$ cat src/rtl/core/ghb_pkg.sv
`default_nettype none
package ghb_pkg;

    localparam int MAX_BINS    = 32;
    localparam int MAX_GROUPS  = 512;
    localparam int COUNT_BITS  = 16;

    localparam int BIN_BITS    = $clog2(MAX_BINS);
    localparam int GROUP_W     = 9;
    localparam int ADDR_BITS   = GROUP_W + BIN_BITS;
    localparam int STORE_DEPTH = MAX_GROUPS * MAX_BINS;

    // field widths of the stream payloads
    localparam int VALUE_W     = 32;
    localparam int BIN_W       = 5;
    localparam int COUNT_W     = 16;
    localparam int NB_W        = 6;
    localparam int CFG_W       = 32;
    localparam int CFG_IDX_W   = 2;
    localparam int S_TDATA_W   = 56;
    localparam int S_TUSER_W   = 2;
    localparam int M_TDATA_W   = 24;

    localparam int QUEUE_DEPTH = 4;
    localparam int QP_BITS     = $clog2(QUEUE_DEPTH);

    localparam logic [COUNT_BITS-1:0] COUNT_MAX = {COUNT_BITS{1'b1}};

    localparam logic [CFG_IDX_W-1:0] CFG_AXIS_SELECT   = 2'd0;
    localparam logic [CFG_IDX_W-1:0] CFG_NUM_BINS      = 2'd1;
    localparam logic [CFG_IDX_W-1:0] CFG_LOW_EDGE      = 2'd2;
    localparam logic [CFG_IDX_W-1:0] CFG_INV_BIN_WIDTH = 2'd3;

    typedef enum logic [1:0] {
        CMD_CLEAR = 2'd0,
        CMD_ADD   = 2'd1,
        CMD_READ  = 2'd2,
        CMD_NONE  = 2'd3
    } t_cmd;

    typedef enum logic [1:0] {
        BS_CLEAR,
        BS_IDLE,
        BS_RMW
    } t_bstate;

    typedef struct packed {
        t_cmd                 cmd;
        logic [ADDR_BITS-1:0] addr;
        logic [BIN_W-1:0]     bin;
        logic                 hit;
    } t_job;

    typedef struct packed {
        logic [COUNT_W-1:0] count_value;
        logic [BIN_W-1:0]   bin_index;
        logic               in_range;
        logic               saturated;
    } t_result;

    typedef struct packed {
        logic init_busy;
    } t_back_stat;

endpackage
`default_nettype wire

$ cat src/rtl/core/ghb_front.sv
`default_nettype none
module ghb_front (
    input  wire logic                            i_clk,
    input  wire logic                            i_rst_n,
    input  wire logic                            i_s_tvalid,
    output logic                                 o_s_tready,
    input  wire logic [ghb_pkg::S_TDATA_W-1:0]   i_s_tdata,
    input  wire logic [ghb_pkg::S_TUSER_W-1:0]   i_s_tuser,
    input  wire logic                            i_cfg_wr_en,
    input  wire logic [ghb_pkg::CFG_IDX_W-1:0]   i_cfg_index,
    input  wire logic [ghb_pkg::CFG_W-1:0]       i_cfg_data,
    input  wire ghb_pkg::t_back_stat             i_back_stat,
    output logic                                 o_push,
    output ghb_pkg::t_job                        o_job,
    input  wire logic                            i_full
);
    import ghb_pkg::*;

    logic                    r_axis_select;
    logic [NB_W-1:0]         r_num_bins;
    logic [VALUE_W-1:0]      r_low_edge;
    logic [VALUE_W-1:0]      r_inv_bin_width;

    logic                    r1_vld;
    t_cmd                    r1_cmd;
    logic                    r1_neg;
    logic [VALUE_W-1:0]      r1_mag;
    logic [GROUP_W-1:0]      r1_group;
    logic [BIN_W-1:0]        r1_sel;

    logic                    r2_vld;
    t_cmd                    r2_cmd;
    logic                    r2_neg;
    logic [2*VALUE_W-1:0]    r2_prod;
    logic [GROUP_W-1:0]      r2_group;
    logic [BIN_W-1:0]        r2_sel;

    logic                    s_acc;
    logic                    s1_move;
    logic                    s2_take;
    logic [VALUE_W:0]        diff_pos;
    logic [VALUE_W:0]        diff_neg;
    logic [VALUE_W-1:0]      in_value;
    logic [GROUP_W-1:0]      in_group;
    logic [VALUE_W-1:0]      q;
    logic [NB_W-1:0]         nb_use;
    logic                    group_ok;
    logic                    add_ok;
    logic                    read_ok;

    always_ff @(posedge i_clk) begin
        if (!i_rst_n) begin
            r_axis_select   <= 1'b0;
            r_num_bins      <= NB_W'(32);
            r_low_edge      <= '0;
            r_inv_bin_width <= VALUE_W'(65536);
        end else if (i_cfg_wr_en) begin
            unique case (i_cfg_index)
                CFG_AXIS_SELECT:   r_axis_select   <= i_cfg_data[0];
                CFG_NUM_BINS:      r_num_bins      <= i_cfg_data[NB_W-1:0];
                CFG_LOW_EDGE:      r_low_edge      <= i_cfg_data[VALUE_W-1:0];
                CFG_INV_BIN_WIDTH: r_inv_bin_width <= i_cfg_data[VALUE_W-1:0];
            endcase
        end
    end

    // stage handshake: the product stage drains into the queue
    assign o_push     = r2_vld && !i_full;
    assign s2_take    = !r2_vld || o_push;
    assign s1_move    = r1_vld && s2_take;
    assign o_s_tready = (!r1_vld || s1_move) && !i_back_stat.init_busy;
    assign s_acc      = i_s_tvalid && o_s_tready;

    // both differences in parallel, pick the magnitude by the sign
    always_comb begin
        in_value = i_s_tdata[VALUE_W-1:0];
        in_group = r_axis_select ? i_s_tdata[VALUE_W +: GROUP_W]
                                 : i_s_tdata[VALUE_W+GROUP_W +: GROUP_W];
        diff_pos = {in_value[VALUE_W-1], in_value} - {r_low_edge[VALUE_W-1], r_low_edge};
        diff_neg = {r_low_edge[VALUE_W-1], r_low_edge} - {in_value[VALUE_W-1], in_value};
    end

    always_ff @(posedge i_clk) begin
        if (!i_rst_n) begin
            r1_vld <= 1'b0;
        end else if (s_acc) begin
            r1_vld <= 1'b1;
        end else if (s1_move) begin
            r1_vld <= 1'b0;
        end
    end

    always_ff @(posedge i_clk) begin
        if (s_acc) begin
            r1_cmd   <= t_cmd'(i_s_tuser);
            r1_neg   <= diff_pos[VALUE_W];
            r1_mag   <= diff_pos[VALUE_W] ? diff_neg[VALUE_W-1:0] : diff_pos[VALUE_W-1:0];
            r1_group <= in_group;
            r1_sel   <= i_s_tdata[VALUE_W+2*GROUP_W +: BIN_W];
        end
    end

    always_ff @(posedge i_clk) begin
        if (!i_rst_n) begin
            r2_vld <= 1'b0;
        end else if (s1_move) begin
            r2_vld <= 1'b1;
        end else if (o_push) begin
            r2_vld <= 1'b0;
        end
    end

    always_ff @(posedge i_clk) begin
        if (s1_move) begin
            r2_cmd   <= r1_cmd;
            r2_neg   <= r1_neg;
            r2_prod  <= r1_mag * r_inv_bin_width;
            r2_group <= r1_group;
            r2_sel   <= r1_sel;
        end
    end

    // classify: integer part of the product is the bin, truncated toward zero
    always_comb begin
        q        = r2_prod[2*VALUE_W-1:VALUE_W];
        nb_use   = (r_num_bins < NB_W'(MAX_BINS)) ? r_num_bins : NB_W'(MAX_BINS);
        group_ok = 32'(r2_group) < 32'(MAX_GROUPS);
        add_ok   = (!r2_neg || q == '0) && (q < VALUE_W'(nb_use)) && group_ok;
        read_ok  = (NB_W'(r2_sel) < nb_use) && group_ok;

        o_job.cmd  = r2_cmd;
        o_job.addr = {r2_group, q[BIN_BITS-1:0]};
        o_job.bin  = '0;
        o_job.hit  = 1'b0;
        unique case (r2_cmd)
            CMD_ADD: begin
                o_job.hit = add_ok;
                o_job.bin = add_ok ? q[BIN_W-1:0] : '0;
            end
            CMD_READ: begin
                o_job.hit  = read_ok;
                o_job.bin  = r2_sel;
                o_job.addr = {r2_group, r2_sel[BIN_BITS-1:0]};
            end
            CMD_CLEAR, CMD_NONE: begin
                o_job.hit = 1'b0;
            end
        endcase
    end

endmodule
`default_nettype wire

$ cat config.mk
export PLATFORM = sky130hd
export DESIGN_NAME = ghb_front
export DESIGN_NICKNAME = d
export VERILOG_FILES = /design/src/rtl/core/ghb_pkg.sv /design/src/rtl/core/ghb_front.sv
export SDC_FILE = /design/constraint.sdc
export NUM_CORES = 2
export LEC_CHECK = 0
export BUFFER_PORTS_ARGS = -buffer_cell sky130_fd_sc_hd__buf_4
export CAP_MARGIN = 40
export CORE_UTILIZATION = 65
export DETAILED_ROUTE_END_ITERATION = 10
export MAX_ROUTING_LAYER = met4
export PLACE_DENSITY = 0.92
export SETUP_SLACK_MARGIN = 0.3
export SYNTH_ARGS = -nofsm -noshare
export SYNTH_HDL_FRONTEND = slang
export SYNTH_SLANG_ARGS = --single-unit
$ cat constraint.sdc
create_clock -name i_clk -period 9.65 [get_ports i_clk]
set_clock_uncertainty 0.15 [all_clocks]
set_input_delay 0.4825 -clock i_clk [delete_from_list [all_inputs] [get_ports i_clk]]
set_output_delay 0.4825 -clock i_clk [all_outputs]
set_load 0.02 [all_outputs]
Word level (Yosys, flattened, before mapping) --
Cells that the tools add are included.
Storage, ports and cells: input bits 98, register bits 203, logic and storage cells 62
Operators by class: add/sub/neg operators 2, multiply operators 1, eq/ne operators 6, reduce and logical (&&, ||, !) cells 23, muxes and demuxes 11, magnitude comparators 3
Operators by type and width (number):
- $mul A32 B32 Y64 | 1
- $sub A32 B32 Y33 | 1
- $logic_not A32 Y1 | 1
- $lt A32 B6 Y1 | 1
- $mux W32 | 1
- $sub A32 B32 Y32 | 1
- $mux W5 | 2
- $pmux W5 S2 | 1
- $mux W9 | 1
- $eq A2 B2 Y1 const B | 4
- $reduce_and A2 Y1 | 4
- $lt A5 B6 Y1 | 1
- $lt A6 B6 Y1 const B | 1
- $mux W6 | 1
- $logic_and A1 B1 Y1 | 5
- $logic_not A1 Y1 | 5
- $eq A2 B1 Y1 const B | 2
- $logic_not A2 Y1 | 2
- $mux W1 | 4
- $reduce_bool A2 Y1 | 2
- $logic_or A1 B1 Y1 | 3
- $pmux W1 S3 | 1
- $reduce_or A2 Y1 | 1

Longest topological paths before layout --
word-level depth 8, gate-level depth with buffers 28, gate-level depth less buffers 26

Worst setup path after synthesis --
No wires, ideal clock.
kind flip-flop to flip-flop, from register r1_mag[26], to register r2_prod[57], data pin, path slack 2.242 ns, arrival time 6.998 ns, clock period less this slack 7.408 ns, stages on the path, launching flop included 26, library setup time 0.260 ns, path through edfxtp_1 > clkbuf_1 > and2_1 > fa_1 > fa_1 > inv_1 > fa_1 > fa_1 > inv_1 > fa_1 > fa_1 > fa_1 > inv_1 > fa_1 > inv_1 > ha_1 > nand4_2 > or2_4 > a2bb2oi_2 > a211oi_2 > a2111oi_4 > nor2_4 > a41oi_4 > a211o_1 > nand2_1 > xnor2_1
On the way: cells in the longest elaborated chain, start to end 1
RTL lines:
- start, declared | line ghb_front.sv:27 | logic [VALUE_W-1:0] r1_mag;
- start signal, assigned | line ghb_front.sv:97 | r1_mag <= diff_pos[VALUE_W] ? diff_neg[VALUE_W-1:0] : diff_pos[VALUE_W-1:0];
- $mul A32 B32 Y64 | line ghb_front.sv:117 | r2_prod <= r1_mag * r_inv_bin_width;
- end signal, assigned | line ghb_front.sv:117
- end, declared | line ghb_front.sv:34 | logic [2*VALUE_W-1:0] r2_prod;
Every way passes these cells. A chain may end at the register's enable or synchronous reset.

Worst setup path after layout --
from register r_inv_bin_width[11], to register r2_prod[63], data pin
On the way: cells in the longest elaborated chain, start to end 1
RTL lines:
- start, declared | line ghb_front.sv:22 | logic [VALUE_W-1:0] r_inv_bin_width;
- start signal, assigned | line ghb_front.sv:62 | CFG_INV_BIN_WIDTH: r_inv_bin_width <= i_cfg_data[VALUE_W-1:0];
- $mul A32 B32 Y64 | line ghb_front.sv:117
Every way passes these cells.

==> flow_summary.ini <==
[cts]
h-tree-depth = 4
clk_pin_slew_worst_paths_ps = 90
cts_tree = built
clockRootBuffer = clkbuf_16
postCtsSetupBuffers = 0
cts_max_path_buffers = 2
cts_resized = 0
cts_buffers = 17
clock_sinks = 171
cts_hold_buf = 0
clk-insertion-delay-late_ps = 480

[sta]
setup_violations = 0
fin_crit_sh_pct = 89.9
slew_viol_final = 0
fmax_mhz = 115
final.min_clock_period_ps = 8680
hold_viol = 0
worst_pin_slew_ps = 1040
rsz0062_at_grt = false
maxSlewHeadroom_pct = 30.4
finalSetupTns_ps = 0

[synthesis]
synth_cell_types = 88
synth-simple-area-share_pct = 17.1
synth_edf_count = 98
syn_avg_cell_area_um2 = 9.23
synth_flop_cell = edfxtp_1
synth_seq_cells = 171
async_flop_share_pct = 0
synthAdderAreaFrac_pct = 52.4
syn_area_um2 = 42300
synth_top_family_by_area = adder cells
seq_area_frac_synth_pct = 10.4
synth_xor_xnor_area_share_pct = 1.31
ys_warn_count = 0
synth.most_common_cell = inv_1
yosysTopAreaCell = fa_1
synth_top_cell_area_share_pct = 42.5
synth_compound_area_share_pct = 7.38
synth_common_cells = inv_1, fa_1, nand2_1, and2_1, ha_1
muxShareOfSynthArea_pct = 0.646
synth_area_leaders = fa_1, ha_1, and2_1
syn_inst = 4579
syn_nets = 5908

[min_path]
whs_endpoint = r1_sel[1]$_DFFE_PP_
worstHoldStart = i_s_tdata[51]
min_path_cells = 1
hp-class = in2reg

[power]
p_per_area_nw_per_um2 = 119
p_leak_uw = 0.0222
peakVddDrop_uv = 230

[global_routing]
grt_pass1_vias = 36200
overflow = 0
grt_max_degree = 74
antenna_found_initial = 3
grt_pass1_wl_um = 185000
grt_usage_pct = 37.3

[drt]
ant_nets = 0
firstDrtPassIters = 5
wl_per_cell_um = 21.0
viasPerCell = 5.95
drt_iter0_drc = 2566
vias = 32300
drt_wl_total_um = 114000
drc = 0

[setup_path]
crit_path_max_incr_delay_ps = 890
r2r_slack_ps = 970
worstReg2RegEnd = r2_prod[63]$_DFFE_PP_
crit_slowest_cell = dfxtp_1
cp_max_fo = 15
cpMostUsedCell = fa_1
worstSetupPathType = reg2reg
crit_path_start_kind = flop
cp.depth = 23
critPathTopFamily = adder cells
cp.arrival_ps = 8740
endpoint_kind = flop
r2r_start = r_inv_bin_width[11]$_SDFFE_PN0P_
cp.required_ps = 9720
r2r_cells = 23
critPathBufInv = 3
crit_chain = buf_4, and2_1, fa_1, fa_1, inv_1, fa_1, fa_1, fa_1, inv_1, fa_1, fa_1, fa_1, ha_1, a21o_1, a31oi_1, o21ai_0, a31oi_1, o22ai_1, o41ai_2, o21ai_1, a211oi_1, o21ai_1, xnor2_1

[floorplan]
initial_utilization_pct = 65.7
die_area_um2 = 66000
io_pins = 122
chipWidth_um = 257
design.core.area_um2 = 64300
fp.dieH_um = 257
rows = 93

[placed_design]
routabilityCongestion = 0.973
dp.cells = 5403
port_buffers = 120
dpl.hpwl_um = 92700

[finish]
final_nets = 5897
synthToLayoutAreaGrowth_pct = 6.20
layout-drive-gt1-share_pct = 6.57
fin_cells = 5438

[status]
status = finished, final reports clean

[flow_run]
maxCapViolCount = 0
[placed cells by master (no fill, tap or decap), drive strengths merged, types with 23 or more instances in the layout]
cell / synthesis / final
dfxtp: 73 / 73
and2: 595 / 595
xnor2: 36 / 36
nor2: 47 / 47
xor2: 27 / 27
fa: 897 / 897
nor2b: 23 / 23
nand4: 30 / 30
a21o: 75 / 75
o21ai: 80 / 80
nand3: 26 / 26
a21oi: 125 / 125
edfxtp: 98 / 98
a21boi: 67 / 67
inv: 947 / 953
buf: 23 / 223
ha: 334 / 334
nand2: 643 / 643
[routing by layer]
| layer | part of all wire (%) | wire (um) | global-route usage (%) |
|---|---|---|---|
| met4 | 6.6 | 7530 | 21.7 |
| met1 | 34 | 39200 | 41.8 |
| met2 | 49 | 56200 | 61.5 |
| met5 | 0 | 0 | - |
| met3 | 10 | 11400 | 8.36 |
[area by class of cell]
type	instances	area, um^2
sequential	171	4400
clock buffer	17	425
multi-input combinational	3208	33300
antenna	2	5.00
timing repair buffer	223	1930
inverter	947	3550
clock inverter	15	178
tap	855	1070
fill	4368	19500
[stage by stage]
step	hold slack [ps]	util, %	setup slack (ps)	total power (uW)	cell area (um^2)
floorplan	250	-	2240	3390	42300
global route	33.5	69.7	747	5720	44900
global placement	251	68.2	1150	4410	43900
finish	33.5	69.7	972	5350	44900
detailed placement	255	68.8	1070	4530	44200
CTS	26.7	69.7	1010	5300	44800
[how the worst max path moves through the flow]
| stage | slack [ps] | to | start |
|---|---|---|---|
| floorplan | 2240 | r2_prod[57]$_DFFE_PP_ | r1_mag[26]$_DFFE_PP_ |
| global placement | 1150 | r2_prod[62]$_DFFE_PP_ | r1_mag[12]$_DFFE_PP_ |
| CTS | 1010 | r2_prod[63]$_DFFE_PP_ | r_inv_bin_width[15]$_SDFFE_PN0P_ |
| global route | 750 | r2_prod[63]$_DFFE_PP_ | r_inv_bin_width[11]$_SDFFE_PN0P_ |
| finish | 970 | r2_prod[63]$_DFFE_PP_ | r_inv_bin_width[11]$_SDFFE_PN0P_ |
| detailed placement | 1070 | r2_prod[63]$_DFFE_PP_ | r_inv_bin_width[15]$_SDFFE_PN0P_ |
[flip-flops by register name, indices dropped and copies added, names as in the netlist, 6 cells and up]
name,count
r2_prod,32
r1_mag,32
r1_group,9
r_inv_bin_width,32
r2_group,9
r_num_bins,6
r_low_edge,32
[logic make-up after synthesis]
group	after synthesis
xor gates and xnor gates	63
DFF	171
and+or+nand+nor	1428
AOI/OAI and AO/OA	460
adders and majority gates	1231
buffers and inverters	1200
muxes	26
[power breakdown]
group	internal [uW]	switching (uW)	total, uW
clock	350	363	713
sequential	901	104	1000
combinational	1390	2240	3630
total	2640	2710	5350
(Power assumes the default switching activity.)
