==> src/rtl/core/ghb_pkg.sv <==
`default_nettype none
package ghb_pkg;

    localparam int MAX_BINS    = 32;
    localparam int MAX_GROUPS  = 512;
    localparam int COUNT_BITS  = 16;

    localparam int BIN_BITS    = $clog2(MAX_BINS);
    localparam int GROUP_W     = 9;
    localparam int ADDR_BITS   = GROUP_W + BIN_BITS;
    localparam int STORE_DEPTH = MAX_GROUPS * MAX_BINS;

    // field widths of the stream payloads
    localparam int VALUE_W     = 32;
    localparam int BIN_W       = 5;
    localparam int COUNT_W     = 16;
    localparam int NB_W        = 6;
    localparam int CFG_W       = 32;
    localparam int CFG_IDX_W   = 2;
    localparam int S_TDATA_W   = 56;
    localparam int S_TUSER_W   = 2;
    localparam int M_TDATA_W   = 24;

    localparam int QUEUE_DEPTH = 4;
    localparam int QP_BITS     = $clog2(QUEUE_DEPTH);

    localparam logic [COUNT_BITS-1:0] COUNT_MAX = {COUNT_BITS{1'b1}};

    localparam logic [CFG_IDX_W-1:0] CFG_AXIS_SELECT   = 2'd0;
    localparam logic [CFG_IDX_W-1:0] CFG_NUM_BINS      = 2'd1;
    localparam logic [CFG_IDX_W-1:0] CFG_LOW_EDGE      = 2'd2;
    localparam logic [CFG_IDX_W-1:0] CFG_INV_BIN_WIDTH = 2'd3;

    typedef enum logic [1:0] {
        CMD_CLEAR = 2'd0,
        CMD_ADD   = 2'd1,
        CMD_READ  = 2'd2,
        CMD_NONE  = 2'd3
    } t_cmd;

    typedef enum logic [1:0] {
        BS_CLEAR,
        BS_IDLE,
        BS_RMW
    } t_bstate;

    typedef struct packed {
        t_cmd                 cmd;
        logic [ADDR_BITS-1:0] addr;
        logic [BIN_W-1:0]     bin;
        logic                 hit;
    } t_job;

    typedef struct packed {
        logic [COUNT_W-1:0] count_value;
        logic [BIN_W-1:0]   bin_index;
        logic               in_range;
        logic               saturated;
    } t_result;

    typedef struct packed {
        logic init_busy;
    } t_back_stat;

endpackage
`default_nettype wire

==> src/rtl/core/ghb_queue.sv <==
`default_nettype none
module ghb_queue (
    input  wire logic          i_clk,
    input  wire logic          i_rst_n,
    input  wire logic          i_push,
    input  wire ghb_pkg::t_job i_job,
    input  wire logic          i_pop,
    output ghb_pkg::t_job      o_job,
    output logic               o_full,
    output logic               o_empty
);
    import ghb_pkg::*;

    t_job                r_slot [QUEUE_DEPTH];
    logic [QP_BITS-1:0]  r_wr_ptr;
    logic [QP_BITS-1:0]  r_rd_ptr;
    logic [QP_BITS:0]    r_level;

    assign o_full  = r_level == (QP_BITS+1)'(QUEUE_DEPTH);
    assign o_empty = r_level == '0;
    assign o_job   = r_slot[r_rd_ptr];

    always_ff @(posedge i_clk) begin
        if (!i_rst_n) begin
            r_wr_ptr <= '0;
            r_rd_ptr <= '0;
            r_level  <= '0;
        end else begin
            if (i_push) begin
                r_wr_ptr <= r_wr_ptr + 1'b1;
            end
            if (i_pop) begin
                r_rd_ptr <= r_rd_ptr + 1'b1;
            end
            if (i_push && !i_pop) begin
                r_level <= r_level + 1'b1;
            end else if (i_pop && !i_push) begin
                r_level <= r_level - 1'b1;
            end
        end
    end

    always_ff @(posedge i_clk) begin
        if (i_push) begin
            r_slot[r_wr_ptr] <= i_job;
        end
    end

endmodule
`default_nettype wire

==> config.mk <==
export PLATFORM = sky130hd
export DESIGN_NAME = ghb_queue
export DESIGN_NICKNAME = d
export VERILOG_FILES = /design/src/rtl/core/ghb_pkg.sv /design/src/rtl/core/ghb_queue.sv
export SDC_FILE = /design/constraint.sdc
export NUM_CORES = 1
export LEC_CHECK = 0
export ABC_AREA = 0
export BUFFER_PORTS_ARGS = -buffer_cell sky130_fd_sc_hd__buf_2
export CORE_ASPECT_RATIO = 0.8
export CORE_UTILIZATION = 25
export DETAILED_ROUTE_END_ITERATION = 12
export GPL_TIMING_DRIVEN = 0
export SLEW_MARGIN = 0
export SYNTH_ARGS = -nofsm -noshare
export SYNTH_HDL_FRONTEND = slang
export SYNTH_SLANG_ARGS = --single-unit
export TNS_END_PERCENT = 5
==> constraint.sdc <==
create_clock -name i_clk -period 1.9 [get_ports i_clk]
set_clock_uncertainty 0.05 [all_clocks]
set_input_delay 0.19 -clock i_clk [delete_from_list [all_inputs] [get_ports i_clk]]
set_output_delay 0.19 -clock i_clk [all_outputs]
set_load 0.01 [all_outputs]
### After elaboration in Yosys (flattened, before gate mapping)

Memory sizes are Yosys's and may differ from the RTL's. A register that Yosys moved wholly into a read port is not among the register bits.
Index checks and enable logic that the tools add are counted.
W data, S select, Z words.

* bits in latches: 0
* output and inout bits: 24
* ROM bits: 0
* bits in registers: 7
* word-level logic and storage cells: 21
* bits in writable memories: 88
* memories kept: 1

* div/mod/pow operators: 0
* equal/unequal tests: 1
* $mul: 0
* reduce and logical (&&, ||, !) cells: 6
* shifts and indexed selects: 0
* multiplexer cells: 6
* add/subtract/negate cells: 4
* bitwise logic cells: 0
* $lt $le $gt $ge: 0

Memories
* r_slot: depth 4, bits a word 22, read ports 1, clocked after memory_dff 1, write ports 1, RTL line ghb_queue.sv:14 `t_job r_slot [QUEUE_DEPTH];`

Operators by type and width (count)
* $mux W3: 2
* $add A2 B1 Y2 const B: 2
* $mux W2: 2
* $add A3 B1 Y3 const B: 1
* $eq A3 B3 Y1 const B: 1
* $logic_not A3 Y1: 1
* $sub A3 B1 Y3 const B: 1
* $logic_and A1 B1 Y1: 2
* $logic_not A1 Y1: 2
* $mux W1: 2
* $reduce_bool A2 Y1: 1

### Depth between registers and ports, before layout

Gate-level depths: netlist of the first run.

* depth after elaboration: 4
* mapped depth: 7
* mapped depth without buffers: 7

### Least setup slack after synthesis of the first run

No wires, ideal clock.

* kind: reg-to-reg
* start: register r_wr_ptr[0]
* end: memory r_slot[2][0] in the netlist's numbering, enable pin
* stages on the path, launching flop included: 4
* arrival: 1.106 ns
* slack: 0.363 ns
* cells stage by stage: dfxtp_1 -> inv_1 -> ha_1 -> and2_1

RTL lines
* from (decl): RTL line ghb_queue.sv:15 `logic [QP_BITS-1:0] r_wr_ptr;`
* from (signal assigned): RTL line ghb_queue.sv:30 `r_wr_ptr <= r_wr_ptr + 1'b1;`
* to (decl): RTL line ghb_queue.sv:14

No word-level cell before the write port.

==> results.py, run 1 <==
metrics = {
    "setup_path": {
        "cp-end-kind": "primary output",
        "cp_data_arrival_time_ns": 1.58,
        "cp_slowest_cell": "mux4_2",
        "cp-start-kind": "register",
        "cp_data_required_time_ns": 1.66,
        "worstReg2RegStart": "r_level[0]",
        "crit_chain": "buf_12 -> mux4_2 -> buf_2",
        "crit_fanout": 10,
        "cpPeakStageDelay_ns": 0.52,
        "worstSetupPathType": "register to primary output",
    },
    "cells_and_area": {
        "syn_to_final_growth_pct": 21.7,
        "final-instance-count-excl-fill": 401,
        "final_layout_size_suffix_gt1_frac": 0.416,
        "fillers": 1333,
        "multi_input_area_sq_um": 758,
        "antennaDiodeCount": 0,
        "nets": 249,
        "final-seq-area_sq_um": 2830,
    },
    "drt": {
        "viasPerCell": 4.04,
        "drt_first_pass_iters": 3,
        "num_vias": 1620,
        "drc": 0,
        "drtIter0Drc": 46,
        "drt-wirelength-per-cell_um": 15.3,
        "wirelength_um": 6120,
        "drtAntennaViolNets": 0,
    },
    "power": {
        "power_density_nw_per_um2": 1060,
        "p_leak_nw": 1.50,
        "p_clk_frac": 0.364,
        "p_total_w": 0.00468,
        "p_sw_frac": 0.211,
        "ir_worst_vdd_mv": 0.410,
        "p_sw_w": 0.000986,
        "seqPwrFrac": 0.533,
        "comb_power_share": 0.103,
        "internal_power_w": 0.00369,
    },
    "sta": {
        "final_hold_viol_count": 0,
        "rsz0062_at_grt": "yes",
        "layout_min_cycle_time_ns": 1.82,
        "relSlewSlack": 0.574,
        "fmax_ghz": 0.550,
        "worst_pin_slew_ns": 0.639,
        "slew_violations": 0,
        "setup_viol": 0,
        "min_period_over_period": 0.957,
    },
    "hold_path": {
        "min_path_type": "input pin to register",
        "min_from": "i_job[6]",
    },
    "die": {
        "dieArea_sq_um": 15000,
        "core.rowCount": 38,
        "num_io_pins": 50,
        "chipWidth_um": 137,
        "die_h_um": 110,
        "core-area_sq_um": 13800,
        "initial_core_util": 0.262,
    },
    "clock_network": {
        "cts.sinks": 97,
        "cts_resized": 5,
        "post_cts_buffers": 0,
        "cts-root-buf": "clkbuf_16",
        "cts_tree": "built",
        "clk_pin_slew_ns": 0.06,
        "clk_latency_ns": 0.33,
        "cts_hold_buf": 0,
        "h-tree-depth": 3,
        "clk_path_buf_depth": 2,
        "cts_made_buffers": 9,
    },
    "grt": {
        "grt_util_all_layers": 0.0897,
        "antenna_found_initial": 0,
        "grt_pass1_vias": 1698,
        "grt_max_degree": 23,
        "grt-ovfl-total": 0,
        "grt_pass1_wl_um": 9250,
    },
    "synth": {
        "ys_warn_count": 0,
        "synth_cell_types": 20,
        "synthesis.nets": 189,
        "syn_area_per_cell_sq_um": 23.1,
        "ys_seq_area_frac": 0.779,
        "syn-instance-count": 157,
        "synth_area_sq_um": 3620,
        "ys_ff_latch": 97,
    },
    "run_status": {
        "outcome": "completed",
    },
    "place": {
        "dp_cells": 386,
        "dpl.hpwl_um": 3930,
        "place_congestion": 0.620,
        "port_buffers": 49,
    },
    "run": {
        "drv_cap": 0,
    },
}
-- synth_stat cells (all sizes together) --
cell type | number | share of area
nand2 | 1 | 0.0010
o21ai | 1 | 0.0014
fa | 1 | 0.0055
and2 | 9 | 0.016
edfxtp | 88 | 0.73
nor3b | 1 | 0.0021
inv | 4 | 0.0041
mux4 | 22 | 0.14
or3 | 1 | 0.0017
mux2i | 2 | 0.0055
xnor2 | 2 | 0.0048
nor3 | 1 | 0.0014
dfxtp | 9 | 0.050
a21boi | 1 | 0.0021
ha | 5 | 0.017
nor2b | 2 | 0.0035
xor2 | 3 | 0.0073
buf | 4 | 0.0090
-- cells by family after synthesis --
logic type                 share of synthesized area
adders and majority gates                     0.0228
xor gates and xnor gates                      0.0121
muxes                                          0.144
AOI/OAI and AO/OA                            0.00345
and+or+nand+nor                               0.0252
buffers and inverters                         0.0131
DFF                                            0.779
-- cell usage in the layout, fill, tap and decap left out --
master	instances
a21boi_0	1
and2_1	5
and2_2	4
buf_12	2
buf_2	50
bufinv_16	1
clkbuf_16	9
clkbuf_4	1
clkinv_1	1
clkinv_2	2
clkinv_4	1
clkinvlp_4	1
dfxtp_1	8
dfxtp_4	1
edfxtp_1	88
fa_1	1
ha_1	5
inv_1	4
mux2i_1	2
mux4_1	2
mux4_2	20
nand2_1	1
nor2b_1	2
nor3_1	1
nor3b_1	1
o21ai_0	1
or3_1	1
xnor2_1	2
xor2_1	3
-- layer usage --
layer | share of wire | vias to the layer above | GRT usage | wire length [um]
li1 | - | 760 | - | -
met1 | 0.43 | 812 | 0.102 | 2640
met2 | 0.49 | 38 | 0.148 | 3020
met3 | 0.060 | 10 | 0.0392 | 366
met4 | 0.016 | 0 | 0.0357 | 98
met5 | 0 | - | 0 | 0
-- registers in the layout (all words and copies together), names as in the netlist, named ones only --
name      flops
r_level       3
r_rd_ptr      2
r_slot       88
r_wr_ptr      2
-- power groups by stage --
stage / clock (W) / sequential [W] / combinational, W
6_report: 0.00170 / 0.00249 / 0.000482
5_1_grt: 0.00185 / 0.00250 / 0.000537
4_1_cts: 0.00176 / 0.00249 / 0.000492
3_5_place_dp: 0 / 0.00254 / 0.000489
3_3_place_gp: 0 / 0.00253 / 0.000479
2_1_floorplan: 0 / 0.00252 / 0.000301
-- per-stage QoR --
step	setup WS [ns]	util	cell area, sq um	setup TNS (ns)	hold WS (ns)
after CTS	-0.0149	0.317	4390	-0.0386	0.00513
final	0.0826	0.319	4410	0	0.0184
after detailed placement	-0.154	0.296	4090	-10.76	0.359
after global placement	-0.0843	0.296	4090	-6.66	0.351
after floorplan	0.363	-	3620	0	0.239
after global routing	-0.00177	0.319	4410	-0.00177	0.00813
-- path summary, 6_finish.rpt --
kind                  end  slack (ns)  cells after the start
max              o_job[5]        0.08                      3
min          r_slot[2][6]        0.02                      1
max reg2reg    r_level[2]        0.34                      4
min reg2reg    r_level[2]        0.47                      2
-- critical path, delay by kind of cell, from the launching register on --
kind | cells | cell delay [ns]
buffers and inverters | 2 | 0.32
flip-flops | 1 | 0.40
multiplexers | 1 | 0.52
-- final cells by class --
class / count / share of cell area
multi-input combinational: 52 / 0.172
tap: 180 / 0.0511
timing repair buffer: 49 / 0.0556
sequential: 97 / 0.641
clock buffer: 9 / 0.0511
inverter: 4 / 0.00341
clock inverter: 6 / 0.0136
buffer: 4 / 0.0119
No activity file was read; power rests on OpenSTA's default activity.
==> inputs of run 2 (changes only) <==
--- a/config.mk
+++ b/config.mk
@@ -6,7 +6,7 @@
 export NUM_CORES = 1
 export LEC_CHECK = 0
 export ABC_AREA = 0
-export BUFFER_PORTS_ARGS = -buffer_cell sky130_fd_sc_hd__buf_2
+export BUFFER_PORTS_ARGS = -buffer_cell sky130_fd_sc_hd__clkbuf_2
 export CORE_ASPECT_RATIO = 0.8
 export CORE_UTILIZATION = 25
 export DETAILED_ROUTE_END_ITERATION = 12
==> results.py, run 2 (synthesis gave the netlist of run 1 again) <==
metrics = {
    "clock_network": {
        "cts-root-buf": "clkbuf_16",
        "post_cts_buffers": 0,
        "h-tree-depth": 3,
        "clk_pin_slew_ns": 0.06,
        "cts_hold_buf": 0,
        "clk_latency_ns": 0.33,
        "clk_path_buf_depth": 2,
        "cts_tree": "built",
        "cts.sinks": 97,
        "cts_resized": 4,
        "cts_made_buffers": 9,
    },
    "setup_path": {
        "cp_slowest_cell": "mux4_2",
        "crit_chain": "buf_12 -> mux4_2 -> clkbuf_2",
        "r2r_slack_ns": 0.32,
        "crit_fanout": 10,
        "cp-end-kind": "primary output",
        "worstReg2RegStart": "r_level[0]",
        "reg2reg_to": "r_level[2]",
        "cp_data_required_time_ns": 1.66,
        "cp_data_arrival_time_ns": 1.57,
        "worstSetupPathType": "register to primary output",
        "ff2ff_path_depth": 4,
        "cpPeakStageDelay_ns": 0.52,
        "cp-start-kind": "register",
    },
    "power": {
        "ir_worst_vdd_mv": 0.391,
        "p_leak_nw": 1.51,
        "power_density_nw_per_um2": 1060,
    },
    "sta": {
        "relSlewSlack": 0.562,
        "fmax_ghz": 0.553,
        "layout_min_cycle_time_ns": 1.81,
        "final_hold_viol_count": 0,
        "rsz0062_at_grt": "no",
        "slew_violations": 0,
        "setup_viol": 0,
        "min_period_over_period": 0.951,
        "worst_pin_slew_ns": 0.657,
    },
    "cells_and_area": {
        "largest_register_ffs": 88,
        "fillers": 1323,
        "multi_input_area_sq_um": 758,
        "nets": 249,
        "antennaDiodeCount": 0,
        "syn_to_final_growth_pct": 21.8,
        "final-seq-area_sq_um": 2830,
        "reg_top3": "r_slot (88), r_level (3)",
        "largest-register": "r_slot",
        "finalInstanceArea_sq_um": 4410,
        "final-instance-count-excl-fill": 402,
        "final_common_cell": "edfxtp_1",
        "final_layout_size_suffix_gt1_frac": 0.414,
        "final_cell_mix": "88 x edfxtp_1, 49 x clkbuf_2, 20 x mux4_2",
    },
    "grt": {
        "grt_max_degree": 23,
        "grt-ovfl-total": 0,
        "antenna_found_initial": 0,
        "grt_pass1_wl_um": 9300,
        "grt_pass1_vias": 1752,
        "grt_util_all_layers": 0.0880,
    },
    "drt": {
        "wl_met1_um": 2750,
        "num_vias": 1616,
        "drt_first_pass_iters": 4,
        "drt-wirelength-per-cell_um": 15.2,
        "wl_met2_um": 3010,
        "wirelength_um": 6130,
        "wl_met3_um": 324,
        "top_layer_used": "met4",
        "drc": 0,
        "drtAntennaViolNets": 0,
        "viasPerCell": 4.02,
        "drtIter0Drc": 75,
    },
    "hold_path": {
        "min_path_type": "input pin to register",
        "whs_endpoint": "r_slot[0][16]",
        "min_from": "i_job[16]",
        "min_path_cells": 1,
    },
    "place": {
        "place_congestion": 0.609,
        "dpl.hpwl_um": 3940,
        "dp_cells": 386,
        "port_buffers": 49,
        "post_dp_cell_area_sq_um": 4090,
    },
    "run_status": {
        "outcome": "completed",
    },
    "die": {
        "dieArea_sq_um": 15000,
        "core.rowCount": 38,
        "core-area_sq_um": 13800,
        "initial_core_util": 0.262,
        "num_io_pins": 50,
        "die_h_um": 110,
        "chipWidth_um": 137,
    },
    "run": {
        "drv_cap": 0,
    },
}
## run 2: cell count changes in the layout (fill, tap and decap cells not counted)
cell / change
buf_2: -49
clkbuf_2: +49
clkbuf_1: +2
clkinv_1: -1
## run 2: metrics by stage
stage / setup slack (ns) / hold WS [ns] / setup TNS [ns] / util / power [W]
floorplan: 0.363 / 0.239 / 0 / - / 0.00282
global placement: -0.0843 / 0.354 / -6.27 / 0.296 / 0.00301
detailed placement: -0.153 / 0.368 / -9.83 / 0.296 / 0.00303
CTS: -0.0787 / 0.0212 / -1.13 / 0.317 / 0.00475
global route: 0.0138 / 0.0168 / 0 / 0.319 / 0.00489
finish: 0.0932 / 0.0314 / 0 / 0.319 / 0.00469
## run 2: cell type report
cell class | count | share of cell area
flip-flops and latches | 97 | 0.641
multi-input cells | 52 | 0.172
repair buffers | 49 | 0.0556
clock buffers | 11 | 0.0528
well taps | 180 | 0.0510
clock inverters | 5 | 0.0128
plain buffers | 4 | 0.0119
inverters | 4 | 0.00340
## run 2: worst max path at each step
stage | startpoint | to | slack (ns)
after floorplan | r_wr_ptr[0] | r_slot[2][0] | 0.36
after global placement | r_wr_ptr[0] | r_slot[0][18] | -0.08
after detailed placement | r_wr_ptr[0] | r_slot[3][20] | -0.15
after CTS | register | o_job[0] | -0.08
after global routing | register | o_job[15] | 0.01
final | register | o_job[0] | 0.09
## run 2: metal layers
| metal | vias to the layer above | GRT usage |
|---|---|---|
| met4 | 0 | 0.0262 |
| met1 | 810 | 0.104 |
| met5 | - | 0 |
| met2 | 41 | 0.146 |
| li1 | 760 | - |
| met3 | 5 | 0.0369 |
## run 2: power breakdown
part / switching [W] / total (W) / internal, W
clock: 0.000700 / 0.00172 / 0.00102
combinational: 0.000249 / 0.000488 / 0.000239
sequential: 0.0000434 / 0.00249 / 0.00245
total: 0.000992 / 0.00469 / 0.00370
## run 2: critical path: cells and delay by family (launching register included)
family                 cells  cell delay, ns
muxes                      1            0.52
DFF                        1            0.40
buffers and inverters      2            0.31
==> inputs of run 3 (changes only) <==
--- a/config.mk
+++ b/config.mk
@@ -11,6 +11,7 @@
 export CORE_UTILIZATION = 25
 export DETAILED_ROUTE_END_ITERATION = 12
 export GPL_TIMING_DRIVEN = 0
+export SETUP_SLACK_MARGIN = 0.3
 export SLEW_MARGIN = 0
 export SYNTH_ARGS = -nofsm -noshare
 export SYNTH_HDL_FRONTEND = slang
==> results.py, run 3 (synthesis gave the netlist of run 1 again) <==
metrics = {
    "run_status": {
        "outcome": "completed",
    },
    "clock_network": {
        "cts-root-buf": "clkbuf_16",
        "post_cts_buffers": 0,
        "cts_made_buffers": 9,
        "clk_pin_slew_ns": 0.06,
        "clk_latency_ns": 0.33,
        "cts_tree": "built",
        "cts.sinks": 97,
        "h-tree-depth": 3,
        "clk_path_buf_depth": 2,
    },
    "sta": {
        "relSlewSlack": 0.571,
        "worst_pin_slew_ns": 0.643,
        "setup_viol": 0,
        "min_period_over_period": 0.951,
        "slew_violations": 0,
        "whs_ns": 0.0316,
        "fmax_ghz": 0.553,
        "final_hold_viol_count": 0,
        "rsz0062_at_grt": "yes",
        "layout_min_cycle_time_ns": 1.81,
    },
    "place": {
        "dpl.hpwl_um": 3940,
        "port_buffers": 49,
        "dp_cells": 386,
        "place_congestion": 0.609,
    },
    "die": {
        "die_h_um": 110,
        "dieArea_sq_um": 15000,
        "initial_core_util": 0.262,
        "chipWidth_um": 137,
        "core-area_sq_um": 13800,
        "num_io_pins": 50,
        "core.rowCount": 38,
    },
    "setup_path": {
        "cp-start-kind": "register",
        "cp-end-kind": "primary output",
        "crit_fanout": 10,
        "cp_data_arrival_time_ns": 1.57,
        "ff2ff_path_depth": 4,
        "worstSetupPathType": "register to primary output",
        "cp_data_required_time_ns": 1.66,
    },
    "cells_and_area": {
        "final_common_cell": "edfxtp_1",
        "reg_top3": "r_slot (88), r_level (3)",
        "nets": 249,
        "antennaDiodeCount": 0,
        "final-instance-count-excl-fill": 402,
        "syn_to_final_growth_pct": 21.9,
        "final_cell_mix": "88 x edfxtp_1, 49 x clkbuf_2, 20 x mux4_2",
        "largest_register_ffs": 88,
        "fin_util": 0.319,
        "largest-register": "r_slot",
        "final_layout_size_suffix_gt1_frac": 0.414,
    },
    "drt": {
        "drt-wirelength-per-cell_um": 15.2,
        "drc": 0,
        "drtAntennaViolNets": 0,
        "viasPerCell": 4.04,
        "wirelength_um": 6130,
        "num_vias": 1624,
        "drtIter0Drc": 73,
        "drt_first_pass_iters": 4,
    },
    "power": {
        "power_density_nw_per_um2": 1060,
        "ir_worst_vdd_mv": 0.390,
        "p_leak_nw": 1.51,
        "p_total_w": 0.00470,
    },
    "grt": {
        "antenna_found_initial": 0,
        "grt_util_all_layers": 0.0880,
        "grt_pass1_vias": 1754,
        "grt-ovfl-total": 0,
        "grt_max_degree": 23,
        "grt_pass1_wl_um": 9290,
    },
    "hold_path": {
        "min_path_cells": 1,
        "min_path_type": "input pin to register",
    },
    "run": {
        "drv_cap": 0,
    },
}
[run 3: cell count changes in the layout (fill, tap and decap cells not counted)]
cell	delta
and2_2	-1
and2_4	+1
buf_2	-1
clkbuf_4	+1
[run 3: area by class of cell]
cell class	count	area (sq um)
Sequential cell	97	2830
Timing Repair Buffer	49	245
Fill cell	1325	9420
Tap cell	180	225
Clock buffer	11	233
Clock inverter	5	56.3
Multi-Input combinational cell	52	759
Buffer	4	55.1
Inverter	4	15.0
[run 3: timing repair]
item,in CTS,in global routing
hold buffers,0,0
endpoints found under the setup margin,110,89
resized for setup,6,7
[run 3: critical path, stage by stage (launching register included)]
cell and delay [ns]:
dfxtp_4 0.40, buf_12 0.16, mux4_2 0.52, clkbuf_2 0.15
[run 3: final timing paths]
path	start	to	slack [ns]
max	register	o_job[0]	0.09
min	i_job[14]	r_slot[3][14]	0.03
max reg2reg	r_level[0]	r_level[2]	0.32
min reg2reg	r_level[2]	r_level[2]	0.48
[run 3: per-stage QoR]
step | setup TNS, ns | setup slack (ns) | area [sq um]
after global routing | 0 | 0.0349 | 4420
after detailed placement | -9.83 | -0.153 | 4090
after global placement | -6.27 | -0.0843 | 4090
final | 0 | 0.0928 | 4420
after floorplan | 0 | 0.363 | 3620
after CTS | 0 | 0.00308 | 4390
[run 3: power breakdown]
group | switching [W] | internal, W | leakage, nW
sequential | 0.0000434 | 0.00245 | 0.883
clock | 0.000699 | 0.00102 | 0.139
combinational | 0.000249 | 0.000240 | 0.490
total | 0.000992 | 0.00370 | 1.51
[run 3: layer usage]
| layer | wire (um) | track usage | part of all wire |
|---|---|---|---|
| met5 | 0 | 0 | 0 |
| met1 | 2720 | 0.104 | 0.44 |
| met3 | 343 | 0.0369 | 0.056 |
| met2 | 3010 | 0.146 | 0.49 |
| met4 | 54 | 0.0262 | 0.0088 |
